$ cat config.mk
export PLATFORM = sky130hd
export DESIGN_NAME = scan_code_decoder_key_table_top
export DESIGN_NICKNAME = d
export VERILOG_FILES = /design/src/design/scd_pkg.sv /design/src/design/scan_code_decoder_key_table_top.sv /design/src/design/scd_ctrl.sv /design/src/design/scd_datapath.sv
export SDC_FILE = /design/constraint.sdc
export NUM_CORES = 1
export LEC_CHECK = 0
export ABC_AREA = 1
export ABC_CLOCK_PERIOD_IN_PS = 3400
export BUFFER_PORTS_ARGS = -buffer_cell sky130_fd_sc_hd__buf_2
export CAP_MARGIN = 15
export CORE_ASPECT_RATIO = 0.6
export CORE_UTILIZATION = 60
export CTS_BUF_LIST = sky130_fd_sc_hd__clkbuf_16
export DETAILED_ROUTE_END_ITERATION = 16
export GPL_TIMING_DRIVEN = 0
export PLACE_DENSITY = 0.79
export SYNTH_ARGS = -nofsm -noshare
export SYNTH_HDL_FRONTEND = slang
export SYNTH_SLANG_ARGS = --single-unit
$ cat constraint.sdc
create_clock -name clock -period 3.4 [get_ports clock]
set_input_delay 0.17 -clock clock [delete_from_list [all_inputs] [get_ports clock]]
set_output_delay 0.17 -clock clock [all_outputs]
set_load 0.05 [all_outputs]
$ cat src/design/scd_pkg.sv
// Shared types and constants for the scan code set 2 decoder.
// Used by scd_ctrl, scd_datapath and the top level; depends on nothing.
package scd_pkg;

   // default number of held-key slots
   localparam int DEF_TABLE_SLOTS = 8;

   localparam int KEY_W = 16;

   // special keyboard bytes
   localparam logic [7:0] BYTE_SELF_TEST = 8'hAA;
   localparam logic [7:0] BYTE_BREAK     = 8'hF0;
   localparam logic [7:0] BYTE_EXTEND    = 8'hE0;
   localparam logic [7:0] BYTE_PAUSE     = 8'hE1;
   localparam logic [7:0] BYTE_CTRL      = 8'h14;
   localparam logic [7:0] BYTE_NUMLOCK   = 8'h77;

   // extended key codes carry E0 in the upper byte
   localparam logic [KEY_W-1:0] EXT_KEY_BASE = 16'hE000;

   // decode states
   localparam logic [3:0] DS_IDLE        = 4'd0;
   localparam logic [3:0] DS_EXT         = 4'd1;
   localparam logic [3:0] DS_BRK         = 4'd2;
   localparam logic [3:0] DS_EXT_BRK     = 4'd3;
   localparam logic [3:0] DS_PAUSE_FIRST = 4'd4;
   localparam logic [3:0] DS_PAUSE_LAST  = 4'd10;

   // sticky flag bit positions
   localparam int FLAG_SELF_TEST = 0;
   localparam int FLAG_PROTO     = 1;
   localparam int FLAG_PAUSE     = 2;
   localparam int FLAG_ROLLOVER  = 3;

   typedef enum logic [3:0] {
      EV_PREFIX   = 4'd0,
      EV_ADDED    = 4'd1,
      EV_HELD     = 4'd2,
      EV_RELEASED = 4'd3,
      EV_NOT_HELD = 4'd4,
      EV_ROLLOVER = 4'd5,
      EV_PAUSE    = 4'd6,
      EV_PROTO    = 4'd7,
      EV_SELFTEST = 4'd8,
      EV_READ     = 4'd9
   } event_type;

   // commands from the controller to the datapath
   typedef struct packed {
      logic load;
      logic scan_init;
      logic scan_step;
      logic commit;
   } ctrl_cmd_type;

   // status from the datapath to the controller
   typedef struct packed {
      logic need_scan;
      logic scan_last;
   } dp_status_type;

   // expected byte in each pause state (bytes two to eight of E1 14 77 E1 F0 14 F0 77)
   function automatic logic [7:0] pause_expect(input logic [3:0] state);
      logic [7:0] result;
      case (state)
         4'd4:    result = BYTE_CTRL;
         4'd5:    result = BYTE_NUMLOCK;
         4'd6:    result = BYTE_PAUSE;
         4'd7:    result = BYTE_BREAK;
         4'd8:    result = BYTE_CTRL;
         4'd9:    result = BYTE_BREAK;
         4'd10:   result = BYTE_NUMLOCK;
         default: result = 8'h00;
      endcase
      return result;
   endfunction

endpackage

$ cat src/design/scan_code_decoder_key_table_top.sv
// Scan code set 2 decoder with held-key table. One transaction at a time.
// An accepted transaction is latched, classified and, for a press or release of
// a nonzero key, put through a table scan of one slot per cycle; the result is
// committed once the output register is free. No new transaction until idle.
// Reset (synchronous, active high) empties the table, clears flags, idles decode.
// Depends on scd_pkg, scd_ctrl and scd_datapath.
module scan_code_decoder_key_table_top #(
   parameter int TABLE_SLOTS = scd_pkg::DEF_TABLE_SLOTS
) (
   input  logic                      clock,
   input  logic                      reset,
   input  logic                      req_valid,
   output logic                      req_stall,
   input  logic                      req_action,
   input  logic [7:0]                req_scan_byte,
   input  logic [2:0]                req_slot_index,
   output logic                      rsp_valid,
   input  logic                      rsp_stall,
   output logic [3:0]                rsp_event_res,
   output logic [scd_pkg::KEY_W-1:0] rsp_key_code,
   output logic [scd_pkg::KEY_W-1:0] rsp_slot_key,
   output logic                      rsp_self_test_seen,
   output logic                      rsp_protocol_error,
   output logic                      rsp_pause_pressed,
   output logic                      rsp_rollover
);

   scd_pkg::ctrl_cmd_type  cmd;
   scd_pkg::dp_status_type status;

   scd_ctrl u_ctrl (
      .clock     (clock),
      .reset     (reset),
      .req_valid (req_valid),
      .req_stall (req_stall),
      .rsp_valid (rsp_valid),
      .rsp_stall (rsp_stall),
      .status    (status),
      .cmd       (cmd)
   );

   scd_datapath #(
      .TABLE_SLOTS (TABLE_SLOTS)
   ) u_datapath (
      .clock              (clock),
      .reset              (reset),
      .cmd                (cmd),
      .status             (status),
      .req_action         (req_action),
      .req_scan_byte      (req_scan_byte),
      .req_slot_index     (req_slot_index),
      .rsp_event_res      (rsp_event_res),
      .rsp_key_code       (rsp_key_code),
      .rsp_slot_key       (rsp_slot_key),
      .rsp_self_test_seen (rsp_self_test_seen),
      .rsp_protocol_error (rsp_protocol_error),
      .rsp_pause_pressed  (rsp_pause_pressed),
      .rsp_rollover       (rsp_rollover)
   );

`ifndef SYNTH
   // busy right after taking a transaction
   assert property (@(posedge clock) disable iff (reset)
      (req_valid && !req_stall) |=> req_stall)
      else $error("accepted transaction did not make the block busy");

   // never overwrite a result that is still waiting
   assert property (@(posedge clock) disable iff (reset)
      !(cmd.commit && rsp_valid && rsp_stall))
      else $error("commit while result held by stall");

   // a rollover result always carries the rollover flag
   assert property (@(posedge clock) disable iff (reset)
      (rsp_valid && rsp_event_res == scd_pkg::EV_ROLLOVER) |-> rsp_rollover)
      else $error("rollover event without rollover flag");

   // a commit makes a result valid in the next cycle
   assert property (@(posedge clock) disable iff (reset)
      cmd.commit |=> rsp_valid)
      else $error("commit did not produce a result");
`endif

endmodule

$ cat src/design/scd_ctrl.sv
// Controller state machine for the scan code decoder: sequences load,
// table scan and commit. Depends on scd_pkg for command and status structs.
module scd_ctrl (
   input  logic                   clock,
   input  logic                   reset,
   input  logic                   req_valid,
   output logic                   req_stall,
   output logic                   rsp_valid,
   input  logic                   rsp_stall,
   input  scd_pkg::dp_status_type status,
   output scd_pkg::ctrl_cmd_type  cmd
);

   typedef enum logic [1:0] {
      ST_IDLE,
      ST_CLASSIFY,
      ST_SCAN,
      ST_FINISH
   } state_type;

   state_type state_ff, state_in;
   logic      rsp_valid_ff, rsp_valid_in;
   logic      out_free;

   // output register can take a new result when empty or being drained
   assign out_free = !rsp_valid_ff || !rsp_stall;

   // decode commands from the current state
   always_comb begin
      cmd           = '0;
      cmd.load      = (state_ff == ST_IDLE) && req_valid;
      cmd.scan_init = (state_ff == ST_CLASSIFY);
      cmd.scan_step = (state_ff == ST_SCAN);
      cmd.commit    = (state_ff == ST_FINISH) && out_free;
   end

   // next state and output valid
   always_comb begin
      state_in     = state_ff;
      rsp_valid_in = rsp_valid_ff && rsp_stall;
      case (state_ff)
         ST_IDLE: begin
            if (req_valid) state_in = ST_CLASSIFY;
         end
         ST_CLASSIFY: begin
            state_in = status.need_scan ? ST_SCAN : ST_FINISH;
         end
         ST_SCAN: begin
            if (status.scan_last) state_in = ST_FINISH;
         end
         ST_FINISH: begin
            if (out_free) begin
               state_in     = ST_IDLE;
               rsp_valid_in = 1'b1;
            end
         end
         default: state_in = ST_IDLE;
      endcase
   end

   // hold state and registered valid
   always_ff @(posedge clock) begin
      if (reset) begin
         state_ff     <= ST_IDLE;
         rsp_valid_ff <= 1'b0;
      end else begin
         state_ff     <= state_in;
         rsp_valid_ff <= rsp_valid_in;
      end
   end

   assign req_stall = (state_ff != ST_IDLE);
   assign rsp_valid = rsp_valid_ff;

endmodule

$ cat src/design/scd_datapath.sv
// Datapath for the scan code decoder: decode state, held-key table,
// scan trackers, sticky flags and result registers. Depends on scd_pkg.
module scd_datapath #(
   parameter int TABLE_SLOTS = scd_pkg::DEF_TABLE_SLOTS
) (
   input  logic                        clock,
   input  logic                        reset,
   input  scd_pkg::ctrl_cmd_type       cmd,
   output scd_pkg::dp_status_type      status,
   input  logic                        req_action,
   input  logic [7:0]                  req_scan_byte,
   input  logic [2:0]                  req_slot_index,
   output logic [3:0]                  rsp_event_res,
   output logic [scd_pkg::KEY_W-1:0]   rsp_key_code,
   output logic [scd_pkg::KEY_W-1:0]   rsp_slot_key,
   output logic                        rsp_self_test_seen,
   output logic                        rsp_protocol_error,
   output logic                        rsp_pause_pressed,
   output logic                        rsp_rollover
);

   localparam int AW = (TABLE_SLOTS > 1) ? $clog2(TABLE_SLOTS) : 1;
   localparam int KW = scd_pkg::KEY_W;

   // latched transaction
   logic          action_ff;
   logic [7:0]    byte_ff;
   logic [2:0]    index_ff;

   logic [3:0]    decode_state_ff, decode_state_in;
   logic [KW-1:0] keys_ff [TABLE_SLOTS];
   logic [KW-1:0] keys_in [TABLE_SLOTS];
   logic [3:0]    flags_ff, flags_in;

   // scan trackers
   logic [AW-1:0] cnt_ff, cnt_in;
   logic          match_found_ff, match_found_in;
   logic [AW-1:0] match_idx_ff, match_idx_in;
   logic          empty_found_ff, empty_found_in;
   logic [AW-1:0] empty_idx_ff, empty_idx_in;

   // result registers
   logic [3:0]    event_ff, event_in;
   logic [KW-1:0] key_out_ff, key_out_in;
   logic [KW-1:0] slot_ff, slot_in;

   // decode of the latched byte
   logic                 is_press;
   logic                 is_release;
   logic [KW-1:0]        key_code;
   logic [3:0]           ds_next;
   scd_pkg::event_type   ev_fixed;
   logic                 set_self;
   logic                 set_proto;
   logic                 set_pause;

   // table read port
   logic [31:0]   idx_wide;
   logic [AW-1:0] idx_addr;
   logic          idx_ok;
   logic [AW-1:0] rd_addr;
   logic [KW-1:0] rd_data;

   // commit decisions
   scd_pkg::event_type ev_final;
   logic               wr_en;
   logic [AW-1:0]      wr_idx;
   logic [KW-1:0]      wr_data;
   logic               clr_all;

   // classify the latched byte against the decode state
   always_comb begin
      is_press   = 1'b0;
      is_release = 1'b0;
      key_code   = '0;
      ds_next    = decode_state_ff;
      ev_fixed   = scd_pkg::EV_PREFIX;
      set_self   = 1'b0;
      set_proto  = 1'b0;
      set_pause  = 1'b0;
      if (action_ff) begin
         ev_fixed = scd_pkg::EV_READ;
      end else if (byte_ff == scd_pkg::BYTE_SELF_TEST) begin
         set_self = 1'b1;
         ev_fixed = scd_pkg::EV_SELFTEST;
      end else begin
         case (decode_state_ff)
            scd_pkg::DS_IDLE: begin
               if (byte_ff == scd_pkg::BYTE_BREAK) begin
                  ds_next = scd_pkg::DS_BRK;
               end else if (byte_ff == scd_pkg::BYTE_EXTEND) begin
                  ds_next = scd_pkg::DS_EXT;
               end else if (byte_ff == scd_pkg::BYTE_PAUSE) begin
                  ds_next = scd_pkg::DS_PAUSE_FIRST;
               end else begin
                  is_press = 1'b1;
                  key_code = {8'h00, byte_ff};
               end
            end
            scd_pkg::DS_EXT: begin
               if (byte_ff == scd_pkg::BYTE_BREAK) begin
                  ds_next = scd_pkg::DS_EXT_BRK;
               end else begin
                  is_press = 1'b1;
                  key_code = scd_pkg::EXT_KEY_BASE | {8'h00, byte_ff};
                  ds_next  = scd_pkg::DS_IDLE;
               end
            end
            scd_pkg::DS_BRK: begin
               is_release = 1'b1;
               key_code   = {8'h00, byte_ff};
               ds_next    = scd_pkg::DS_IDLE;
            end
            scd_pkg::DS_EXT_BRK: begin
               is_release = 1'b1;
               key_code   = scd_pkg::EXT_KEY_BASE | {8'h00, byte_ff};
               ds_next    = scd_pkg::DS_IDLE;
            end
            default: begin
               // pause sequence: check each byte in turn
               if (decode_state_ff >= scd_pkg::DS_PAUSE_FIRST &&
                   decode_state_ff <= scd_pkg::DS_PAUSE_LAST) begin
                  if (byte_ff != scd_pkg::pause_expect(decode_state_ff)) begin
                     set_proto = 1'b1;
                     ev_fixed  = scd_pkg::EV_PROTO;
                     ds_next   = scd_pkg::DS_IDLE;
                  end else if (decode_state_ff == scd_pkg::DS_PAUSE_LAST) begin
                     set_pause = 1'b1;
                     ev_fixed  = scd_pkg::EV_PAUSE;
                     ds_next   = scd_pkg::DS_IDLE;
                  end else begin
                     ds_next = decode_state_ff + 4'd1;
                  end
               end else begin
                  ds_next = scd_pkg::DS_IDLE;
               end
            end
         endcase
      end
   end

   assign status.need_scan = (is_press || is_release) && (key_code != '0);
   assign status.scan_last = (cnt_ff == AW'(TABLE_SLOTS - 1));

   // table read: scan counter while scanning, requested slot otherwise
   assign idx_wide = 32'(index_ff);
   assign idx_addr = idx_wide[AW-1:0];
   assign idx_ok   = (idx_wide < 32'(TABLE_SLOTS));
   assign rd_addr  = cmd.scan_step ? cnt_ff : idx_addr;
   assign rd_data  = keys_ff[rd_addr];

   // advance the scan, remember first match and first empty slot
   always_comb begin
      cnt_in         = cnt_ff;
      match_found_in = match_found_ff;
      match_idx_in   = match_idx_ff;
      empty_found_in = empty_found_ff;
      empty_idx_in   = empty_idx_ff;
      if (cmd.scan_init) begin
         cnt_in         = '0;
         match_found_in = 1'b0;
         empty_found_in = 1'b0;
      end else if (cmd.scan_step) begin
         cnt_in = cnt_ff + AW'(1);
         if (!match_found_ff && rd_data == key_code) begin
            match_found_in = 1'b1;
            match_idx_in   = cnt_ff;
         end
         if (!empty_found_ff && rd_data == '0) begin
            empty_found_in = 1'b1;
            empty_idx_in   = cnt_ff;
         end
      end
   end

   // decide the table update and the event
   always_comb begin
      ev_final = ev_fixed;
      wr_en    = 1'b0;
      wr_idx   = match_idx_ff;
      wr_data  = '0;
      clr_all  = 1'b0;
      if (is_press) begin
         if (key_code == '0 || match_found_ff) begin
            ev_final = scd_pkg::EV_HELD;
         end else if (empty_found_ff) begin
            ev_final = scd_pkg::EV_ADDED;
            wr_en    = 1'b1;
            wr_idx   = empty_idx_ff;
            wr_data  = key_code;
         end else begin
            ev_final = scd_pkg::EV_ROLLOVER;
            clr_all  = 1'b1;
         end
      end else if (is_release) begin
         if (key_code != '0 && match_found_ff) begin
            ev_final = scd_pkg::EV_RELEASED;
            wr_en    = 1'b1;
            wr_idx   = match_idx_ff;
         end else begin
            ev_final = scd_pkg::EV_NOT_HELD;
         end
      end
   end

   // next table, flags, decode state and results on commit
   always_comb begin
      for (int i = 0; i < TABLE_SLOTS; i++) begin
         keys_in[i] = keys_ff[i];
         if (cmd.commit) begin
            if (clr_all) begin
               keys_in[i] = '0;
            end else if (wr_en && wr_idx == AW'(i)) begin
               keys_in[i] = wr_data;
            end
         end
      end
      flags_in        = flags_ff;
      decode_state_in = decode_state_ff;
      event_in        = event_ff;
      key_out_in      = key_out_ff;
      slot_in         = slot_ff;
      if (cmd.commit) begin
         flags_in[scd_pkg::FLAG_SELF_TEST] = flags_ff[scd_pkg::FLAG_SELF_TEST] | set_self;
         flags_in[scd_pkg::FLAG_PROTO]     = flags_ff[scd_pkg::FLAG_PROTO] | set_proto;
         flags_in[scd_pkg::FLAG_PAUSE]     = flags_ff[scd_pkg::FLAG_PAUSE] | set_pause;
         flags_in[scd_pkg::FLAG_ROLLOVER]  = flags_ff[scd_pkg::FLAG_ROLLOVER] | clr_all;
         decode_state_in = ds_next;
         event_in        = ev_final;
         key_out_in      = key_code;
         slot_in         = (action_ff && idx_ok) ? rd_data : '0;
      end
   end

   // latch the accepted transaction
   always_ff @(posedge clock) begin
      if (cmd.load) begin
         action_ff <= req_action;
         byte_ff   <= req_scan_byte;
         index_ff  <= req_slot_index;
      end
   end

   // control state: table, flags, decode state
   always_ff @(posedge clock) begin
      if (reset) begin
         decode_state_ff <= scd_pkg::DS_IDLE;
         flags_ff        <= '0;
         for (int i = 0; i < TABLE_SLOTS; i++) keys_ff[i] <= '0;
      end else begin
         decode_state_ff <= decode_state_in;
         flags_ff        <= flags_in;
         for (int i = 0; i < TABLE_SLOTS; i++) keys_ff[i] <= keys_in[i];
      end
   end

   // scan trackers and result payload
   always_ff @(posedge clock) begin
      cnt_ff         <= cnt_in;
      match_found_ff <= match_found_in;
      match_idx_ff   <= match_idx_in;
      empty_found_ff <= empty_found_in;
      empty_idx_ff   <= empty_idx_in;
      event_ff       <= event_in;
      key_out_ff     <= key_out_in;
      slot_ff        <= slot_in;
   end

   assign rsp_event_res      = event_ff;
   assign rsp_key_code       = key_out_ff;
   assign rsp_slot_key       = slot_ff;
   assign rsp_self_test_seen = flags_ff[scd_pkg::FLAG_SELF_TEST];
   assign rsp_protocol_error = flags_ff[scd_pkg::FLAG_PROTO];
   assign rsp_pause_pressed  = flags_ff[scd_pkg::FLAG_PAUSE];
   assign rsp_rollover       = flags_ff[scd_pkg::FLAG_ROLLOVER];

endmodule
==> results.md <==
* Post-synth top area share at 0.522
* Die footprint at around 11000 µm²
* Register area share after synthesis at 0.572
* CTS Buf Count at 17
* Setup crit start kind: register
* # diodes at 0
* CP peak stage delay at ~400 ps
* Slowest CP cell: dfxtp_1
* Non-Filler Instances at approximately 900
* Clock Skew at about 17 ps
* Ranking of synthesized cells by area: edfxtp_1 52%, nor2_1 5.5%, nand2_1 5.5%
* Dpl hpwl at 12200 µm
* Worst-Skew Late Latency at 430 ps
* Initial DRT Pass Iterations at 5
* Die W at 136 µm
* Row Count at 28
* Clock Tree Buf Depth at 2
* Max-Cap Viols at 0
* P_leak at 3.20 nW
* Slew headroom at 0.316
* Final WS setup at 108 ps
* Clock transition at path regs at 50 ps
* Setup TNS at 0 ps
* CTS sink cnt at 128
* Crit path arrival time at 3400 ps
* Max Slew Vio Count at 0
* DRC viols at 0
* Power Dens Cells at ~720 nW/µm²
* Least-Margin Pin Slew at around 1000 ps
* Final Hold Vio Count at 0
* Global-route usage over all layers at 0.321
* Netlist Area Pre-Place at between 6000 and 7000 µm²
* Fin nets at 780
* DP Worst Slack at -425 ps
* Post-Synthesis Cells at 668
* Synth warn at 0
* TritonCTS clock tree: built
* Top cells by count, synth: 112 x edfxtp_1, 95 x nor2_1, 94 x nand2_1, 79 x inv_1, 64 x o21ai_0
* DRT iter0 DRCs at 862
* Final setup fails at 0
* Area growth from synthesis to layout at 19.2%
* Post-synth ARST share at 0
* RePlAce Congestion at 0.960
* Critical-path cell list: inv_1 -> ha_1 -> buf_4 -> o21ai_4 -> buf_2 -> o21ai_0 -> o211ai_1 -> nand2_1 -> inv_1 -> nand2_1 -> a21oi_1 -> nand3_1 -> nor2_4
* Hold slack at 39.8 ps
* Die height at 82.2 µm
* DR vias/cell at 5.85
* Synth unique cells at between 40 and 50
* PortBufs at 46
* Total grt overflow at 0
* Vias in the first global route at 4814
* Wire per inst at 18.6 µm
* First-pass GRT wire length at 25400 µm
* Clock root buffer: clkbuf_16
* Placed Cells at 859
* Setup CP Type: reg -> reg
* Crit-path max FO at 10
* Status: finished clean
* Avg Inst Size Synth at a little under 10 µm²
* ANT nets after route at 0
* Fmax at between 300 and 400 MHz
* Most used flip-flop cell after synthesis: edfxtp_1
* Initial Util at 0.636
* Post-synth EDFFs at roughly 110
* Minimum clock period after layout at 3290 ps
* Total core area at roughly 10000 µm²
* CP Data Required Time at 3510 ps
* Hold WC Path Type: in -> reg
* Initial antenna violation count at 0
* Top-count cell post-synth: edfxtp_1
* Design area at 7670 µm²
* IO Pins at 58
* Crit. End Element: register
* Crit share post-route at 0.968
* Area post-placement at 6880 µm²
* Vias at 5296
* Worst VDD drop at 0.000683 V
* Htree depth at 4
* # fillers at 692
* Layout cells sized above 1 at 0.225
* Largest net degree at the start of global routing at 26
* Synth area leader: edfxtp_1
* Register bit total from synthesis at 128
* Detailed Route WL at 16900 µm
==> layout by cell type (no fill, tap or decap), drive strengths merged, types with 2 or more instances in the layout <==
| cell | instances |
|---|---|
| nor2 | 117 |
| edfxtp | 112 |
| nand2 | 102 |
| inv | 92 |
| buf | 70 |
| o21ai | 67 |
| a21oi | 60 |
| clkbuf | 26 |
| nand3 | 20 |
| dfxtp | 16 |
| dlygate4sd3 | 12 |
| o211ai | 11 |
| conb | 10 |
| nand4 | 9 |
| clkinv | 9 |
| xor2 | 7 |
| ha | 7 |
| clkinvlp | 4 |
| o22ai | 3 |
| nor3 | 2 |
| a31oi | 2 |
| nor4 | 2 |
==> routing by layer <==
metal	share of wire	global-route usage	up-vias
met3	0.14	0.114	28
met1	0.42	0.444	2499
met2	0.43	0.472	350
met4	0.014	0.107	0
met5	0	0	-
li1	-	-	2419
==> kinds of logic (layout without fill, tap and decap cells) <==
group / Yosys count / count (layout) / share of synthesized area
buffers and inverters: 121 / 214 / 0.0830
DFF: 128 / 128 / 0.572
adders and majority gates: 7 / 7 / 0.0136
other: 1 / 10 / 0.000582
xor gates and xnor gates: 8 / 8 / 0.0109
and+or+nand+nor: 255 / 255 / 0.191
AOI/OAI and AO/OA: 148 / 148 / 0.129
==> repair_timing <==
| item | CTS | global route |
|---|---|---|
| hold endpoints to repair | 12 | 0 |
| resized for setup | 11 | 35 |
| endpoints found under the setup margin | 14 | 77 |
| setup buffers | 0 | 2 |
| pin swaps | 0 | 6 |
| hold buffers | 12 | 0 |
==> stage by stage <==
step / utilization / power (mW)
final: 0.758 / 5.54
after global routing: 0.758 / 5.75
after CTS: 0.747 / 5.40
after detailed placement: 0.679 / 3.72
after global placement: 0.679 / 3.65
after floorplan: - / 3.22
==> power by group <==
part           total [mW]  internal (mW)  switching, mW  leakage (nW)
combinational        1.88          0.512           1.37          1.68
clock                1.65          0.984          0.666         0.271
sequential           2.01           1.92         0.0870          1.25
==> worst max-delay path: cells and delay by family, from the launching register on <==
kind / cells / cell delay, ps
AO/OA/AOI/OAI: 4 / 990
buffers and inverters: 4 / 730
AND/OR/NAND/NOR: 4 / 620
flip-flops: 1 / 400
adder cells (fa/ha/maj): 1 / 210
==> layout make-up <==
| type | instances | area, µm² | share of cell area |
|---|---|---|---|
| plain buffers | 30 | 203 | 0.0264 |
| clock inverters | 15 | 109 | 0.0142 |
| clock buffers | 17 | 425 | 0.0554 |
| repair buffers | 61 | 370 | 0.0483 |
| well taps | 135 | 169 | 0.0220 |
| flip-flops and latches | 128 | 3680 | 0.480 |
| multi-input cells | 428 | 2360 | 0.308 |
| inverters | 91 | 354 | 0.0461 |
==> worst paths after layout <==
check	start	slack (ps)	endpoint	depth (start not counted)
worst min register to register	u_datapath.flags_ff[2]	440	u_datapath.flags_ff[2]	2
worst max register to register	u_ctrl.state_ff[0]	110	u_datapath.match_idx_ff[0]	13
worst max-delay path	u_ctrl.state_ff[0]	110	u_datapath.match_idx_ff[0]	13
worst min-delay path	rsp_stall	40	u_ctrl.rsp_valid	3
==> registers in the layout, summed over array words and instances (netlist names) <==
name                        cells
u_datapath.match_idx_ff         3
u_datapath.rsp_event_res        4
u_datapath.decode_state_ff      4
u_ctrl.rsp_valid                1
u_datapath.cnt_ff               3
u_datapath.empty_found_ff       1
u_ctrl.state_ff                 2
u_datapath.empty_idx_ff         3
u_datapath.keys_ff             72
u_datapath.byte_ff              8
u_datapath.idx_addr             3
u_datapath.rsp_key_code         9
u_datapath.rsp_slot_key         9
u_datapath.flags_ff             4
u_datapath.action_ff            1
u_datapath.match_found_ff       1
(Power assumes the default switching activity.)
